### src/hdl/mvm_pkg.sv
// Shared types and constants for the matrix-vector multiplier.
// Used by mvm_mac and matrix_vector_multiply; no dependencies.
package mvm_pkg;

  localparam int unsigned IdxW    = 6;
  localparam int unsigned ValW    = 16;
  localparam int unsigned ProdW   = 32;
  localparam int unsigned SumW    = 40;
  localparam int unsigned CfgW    = 7;
  localparam int unsigned ResLimit = 64;

  localparam logic ACT_WEIGHT = 1'b0;
  localparam logic ACT_VECTOR = 1'b1;

  localparam logic CFG_ROWS = 1'b0;
  localparam logic CFG_COLS = 1'b1;

  typedef struct packed {
    logic                   action;
    logic [IdxW-1:0]        row_index;
    logic [IdxW-1:0]        column_index;
    logic signed [ValW-1:0] value;
  } mvm_in_t;

  typedef struct packed {
    logic [IdxW-1:0]        result_row;
    logic signed [SumW-1:0] dot_sum;
    logic                   last_of_run;
  } mvm_out_t;

  typedef struct packed {
    logic            valid;
    logic            first;
    logic            last_col;
    logic            last_row;
    logic [IdxW-1:0] row;
  } mac_tag_t;

  function automatic logic [CfgW-1:0] eff_count(logic [CfgW-1:0] r, logic [CfgW-1:0] lim);
    logic [CfgW-1:0] v;
    v = (r == '0) ? CfgW'(1) : r;
    if (v > lim) v = lim;
    return v;
  endfunction

endpackage

### src/hdl/mvm_mac.sv
// Multiply-accumulate pipeline: product stage, then accumulate and result register.
// Depends on mvm_pkg.
module mvm_mac (
  input  logic                           clk_i,
  input  logic                           rst_ni,
  input  mvm_pkg::mac_tag_t              tag_i,
  input  logic signed [mvm_pkg::ValW-1:0] weight_i,
  input  logic signed [mvm_pkg::ValW-1:0] vector_i,
  output logic                           busy_o,
  output logic                           strobe_o,
  output mvm_pkg::mvm_out_t              res_o
);
  import mvm_pkg::*;

  mac_tag_t               tag_q;
  logic signed [ProdW-1:0] prod_q;
  logic signed [SumW-1:0]  acc_q, acc_d;
  logic                    strobe_q;
  mvm_out_t                res_q;

  always_ff @(posedge clk_i or negedge rst_ni) begin
    if (!rst_ni) begin
      tag_q    <= '0;
      strobe_q <= 1'b0;
    end else begin
      tag_q    <= tag_i;
      strobe_q <= tag_q.valid & tag_q.last_col;
    end
  end

  assign acc_d = (tag_q.first ? SumW'(0) : acc_q) + SumW'(prod_q);

  always_ff @(posedge clk_i) begin
    prod_q <= weight_i * vector_i;
    if (tag_q.valid) begin
      acc_q <= acc_d;
    end
    if (tag_q.valid && tag_q.last_col) begin
      res_q.result_row  <= tag_q.row;
      res_q.dot_sum     <= acc_d;
      res_q.last_of_run <= tag_q.last_row;
    end
  end

  assign busy_o   = tag_q.valid;
  assign strobe_o = strobe_q;
  assign res_o    = res_q;

endmodule

### config.mk
export PLATFORM = sky130hd
export DESIGN_NAME = mvm_mac
export DESIGN_NICKNAME = d
export VERILOG_FILES = /design/src/hdl/mvm_pkg.sv /design/src/hdl/mvm_mac.sv
export SDC_FILE = /design/constraint.sdc
export NUM_CORES = 1
export LEC_CHECK = 0
export BUFFER_PORTS_ARGS = -buffer_cell sky130_fd_sc_hd__buf_2
export CAP_MARGIN = 20
export CORE_UTILIZATION = 65
export CTS_CLUSTER_DIAMETER = 150
export DETAILED_ROUTE_END_ITERATION = 10
export PLACE_DENSITY = 0.95
export SYNTH_ARGS = -nofsm -noshare
export SYNTH_HDL_FRONTEND = slang
export SYNTH_SLANG_ARGS = --single-unit
export TNS_END_PERCENT = 20
### constraint.sdc
create_clock -name clk_i -period 7.7 [get_ports clk_i]
set_input_delay 0.385 -clock clk_i [delete_from_list [all_inputs] [get_ports clk_i]]
set_output_delay 0.385 -clock clk_i [all_outputs]
set_load 0.01 [all_outputs]
After elaboration in Yosys (flattened, before gate mapping)
Cells that the tools add are included.

Bits in registers: 130. Output and inout port bits: 49. Word-level logic and storage cells: 16.

$add $sub $neg: 1. $mul: 1. Multiplexer cells: 1. Bitwise gates (word level): 1. Reductions and logical operators: 1.

Operator list (count): adder 40 x 32 -> 40 bit (1); 2-to-1 mux 40 bit (1); multiplier 16 x 16 -> 32 bit (1); bitwise AND 1 bit (1); logical AND 1 bit (1).

Longest topological paths before layout
Depth after elaboration: 2. Gate-level depth with buffers: 24.

Worst setup path after synthesis
Ideal clock, no wire load.

Path kind: input to register. From: input weight_i[15] in the netlist's numbering. To: register prod_q[30]. Setup time: 0.072 ns. Data arrival time: 5.738 ns. Data required time: 7.628 ns. Slack: 1.890 ns. Stages on the path: 21. Cells stage by stage: clkbuf_1 > nand2_1 > inv_1 > fa_1 > fa_1 > fa_1 > fa_1 > fa_1 > inv_1 > fa_1 > inv_1 > ha_1 > inv_1 > o21ai_0 > a21oi_1 > o21ai_0 > a21oi_1 > a21boi_0 > or3_1 > a21oi_1 > xnor2_1.

Cells in the longest elaborated chain, start to end: 1.

RTL lines: start, declared (RTL line mvm_mac.sv:7) `input logic signed [mvm_pkg::ValW-1:0] weight_i,`; multiplier 16 x 16 -> 32 bit (RTL line mvm_mac.sv:34) `prod_q <= weight_i * vector_i;`; end signal, assigned (RTL line mvm_mac.sv:34); end, declared (RTL line mvm_mac.sv:16) `logic signed [ProdW-1:0] prod_q;`.

Every way passes these cells. A chain may end at the register's enable or synchronous reset.

Worst setup path after layout
From: input vector_i[4] in the netlist's numbering. To: register prod_q[31].

Cells in the longest elaborated chain, start to end: 1.

RTL lines: start, declared (RTL line mvm_mac.sv:8) `input logic signed [mvm_pkg::ValW-1:0] vector_i,`; multiplier 16 x 16 -> 32 bit (RTL line mvm_mac.sv:34).

Every way passes these cells.

==> results.txt <==
* Post-layout min period: 6150 ps
* TritonCTS clock tree: built
- Main flop type after synthesis: edfxtp_1
- Outcome: finished, final reports clean
- Combined flip-flop and latch cell area: 3530 um2
- In this run the horizontal extent of the chip is 157 um.
- For this run, the total global-route usage over all layers was measured as 0.317.
- Total number of nets in the final design: ~2000
* Vias in the first global route: ~12000
- Initial core utilization: 0.662
- The layout has 1516 filler cells.
* Worst EP required: 8000 ps
* Count of standard-cell rows: 56
- Setup Crit Path Kind: in2reg
- STA puts the critical path data arrival time at 6460 ps.
* Global-route wire length before repair: 59400 um
- Number of nets still failing antenna checks after routing: 0
- Die area: 24500 um2
- Compared with the post-synthesis result, the final layout area differs by 8.55%.
* Warnings from Yosys: 0
- Avg WL per Cell: about 19 um
- In this run, the number of DRC markers left after iteration 0 of detailed routing was 859.
* Core Box Area: 23500 um2
- Mean area per synthesized cell: 10.2 um2
* CTS buffer count: 17
* Overflow after GRT: 0
- Synthesis produced a netlist with a net count of about 2000.
* Via count of the routed design: 11076
- Max Buffers Root-to-Sink: 2
- Kind of start point of the critical path: input port
- I/O Pins: 93
* Post-Synthesis Cells: 1525
- Worst hold-check path type: in2reg
- Length of the first detailed-routing pass in iterations: 8
- Yosys mapped the design onto between 50 and 60 distinct sky130hd cell types.
- Total Negative Setup Slacks: 0 ps
- For this run, the slowest stage of the critical path takes 740 ps.
* Async set or reset register ratio after synthesis: 0.0846
- Largest net degree at the start of global routing: 49
- Chain of cells forming the critical path: buf_2 > and2_1 > fa_1 > inv_1 > fa_1 > fa_1 > inv_1 > fa_1 > fa_1 > inv_1 > fa_1 > inv_1 > ha_1 > a21oi_1 > o21ai_0 > a211oi_1 > o2111ai_1 > and2_1 > a211oi_1 > o2bb2ai_1 > xnor2_1
- Of the available clock period, the critical path in the final layout requires 0.799.
* Peak clock frequency supported by timing: 162 MHz
- At the later pin of the worst-skew pair, clock insertion delay measures between 400 and 500 ps.
- The synthesized netlist occupies a cell area of 15500 um2.
- In this run the worst path has a maximum fanout of 16.
- Post-route DRC: 0
- In this run, synthesis produced a sequential element count of 130.
- Share of layout cells above drive strength 1: 0.0845
- Worst reg-to-reg setup slack: just under 4000 ps
- Area share of the largest cell type after synthesis: 0.339
* Detailed Route WL: 35800 um
- In this design, the critical path's most frequently occurring cell is fa_1.
* Diode insertion count for antenna repair: 0
* Initial antenna violation count: 0
- Setup violations remaining at the end of the flow were counted as 0.
- Top area cells in the synthesized netlist: fa_1 34%, edfxtp_1 17%, ha_1 9.7%
* CTS Root Buffer Type: clkbuf_16
* Number of synthesized flops with an enable pin: 87
* Count of clock tree sinks: 130
- Worst relative slew slack: 0.281
- Final count of pins violating max slew: 0
- For this run, the register share of the synthesized area comes to 0.227.
* Most repeated cell in the gate-level netlist after synthesis: inv_1
* Critical Path End Type: register
- Number of buffer cells added on primary ports: 92
- Clock slew seen by the registers of the worst setup and hold paths: 60 ps
* Top cells by instance count after synthesis: 297 x inv_1, 263 x fa_1, 140 x nand2_1
- Setup repair after global routing left no endpoint under its margin.
* Y dimension of the die: 157 um
- Dividing the detail-routed via count by the number of cells gives 5.74.
- Max-cap violations in this run came to 0.
- At the pin with the least slew margin, the transition time is 1080 ps.
* Post-CTS Setup Bufs: 0
- Once routing completed, OpenROAD measured the worst setup slack at about 1500 ps.
* Global placer's final weighted congestion: just under 1
* Area of combinational cells with multiple inputs: 10700 um2
* Total of cells resized after clock tree synthesis: 0
- Final Hold Fails: 0
* Placed wire-length estimate: 28100 um
- Summed over all instances, the cell type with the most area after synthesis is fa_1.
- OpenSTA, run right after detailed placement, puts the worst setup slack at 1220 ps.
- In this run the number of H-tree levels came out at 4.
* Crit path max-delay cell type: a211oi_1
* Largest clock skew in the final design: 9.65 ps
==> cell usage in the layout, fill, tap and decap left out, drive strengths merged, types with 46 or more instances in the layout <==
| cell | instances |
|---|---|
| nor2b | 46 |
| buf | 95 |
| edfxtp | 87 |
| ha | 121 |
| inv | 305 |
| and2 | 132 |
| nand2 | 140 |
| xnor2 | 53 |
| fa | 263 |
| a21oi | 60 |
==> sequential cells by signal, summed over array words and instances, names as in the netlist <==
signal,count
acc_q,40
busy_o,1
prod_q,32
res_o,47
strobe_o,1
tag_q,9
==> layout make-up <==
type / instances / area share
Sequential cell: 130 / 0.209
Tap cell: 319 / 0.0236
Multi-Input combinational cell: 1054 / 0.636
Clock buffer: 19 / 0.0275
Clock inverter: 13 / 0.00808
Timing Repair Buffer: 96 / 0.0292
Inverter: 297 / 0.0660
==> critical path: cells and delay by family <==
kind	cells	cell delay, ps
fa+ha+maj	7	3300
xor+xnor	1	100
compound gates	6	1840
buf+inv	5	400
simple gates	2	440
==> repair_timing <==
action | in CTS | in global routing
hold endpoints to repair | 11 | 0
endpoints found under the setup margin | 0 | 0
hold buffers | 1 | 0
==> final timing paths <==
kind | start | to | cells after the start
max in group asynchronous | rst_ni | tag_q[7] | 2
worst min-delay path | tag_i[6] | tag_q[6] | 1
worst max register to register | tag_q[8] | acc_q[25] | 12
worst min register to register | tag_q[3] | res_o[44] | 0
min in group asynchronous | rst_ni | tag_q[0] | 2
worst max-delay path | vector_i[4] | prod_q[31] | 21
==> cell families after synthesis <==
logic type	share of synthesized area
compound gates	0.0793
buf+inv	0.0823
mux	0.000644
simple gates	0.136
fa+ha+maj	0.436
xor+xnor	0.0389
flops	0.227
==> stage by stage <==
step / util / cell area, um2 / hold slack, ps / std cells
final: 0.719 / 16900 / 66.8 / 1928
after global routing: 0.719 / 16900 / 51.1 / 1928
after CTS: 0.719 / 16900 / 56.1 / 1928
after detailed placement: 0.693 / 16300 / 256 / 1895
after global placement: 0.693 / 16300 / 249 / 1895
after floorplan: - / 15500 / 89.4 / 1525
==> per-layer routing <==
metal | wire, um | track usage | up-vias
met5 | 0 | 0 | -
met1 | 13900 | 0.397 | 5489
met4 | 1200 | 0.120 | 0
met3 | 2970 | 0.0642 | 116
li1 | - | - | 4930
met2 | 17700 | 0.544 | 541
Power is not shown: default switching activity piles up to over one toggle a cycle in this logic, so the estimate is an artifact.
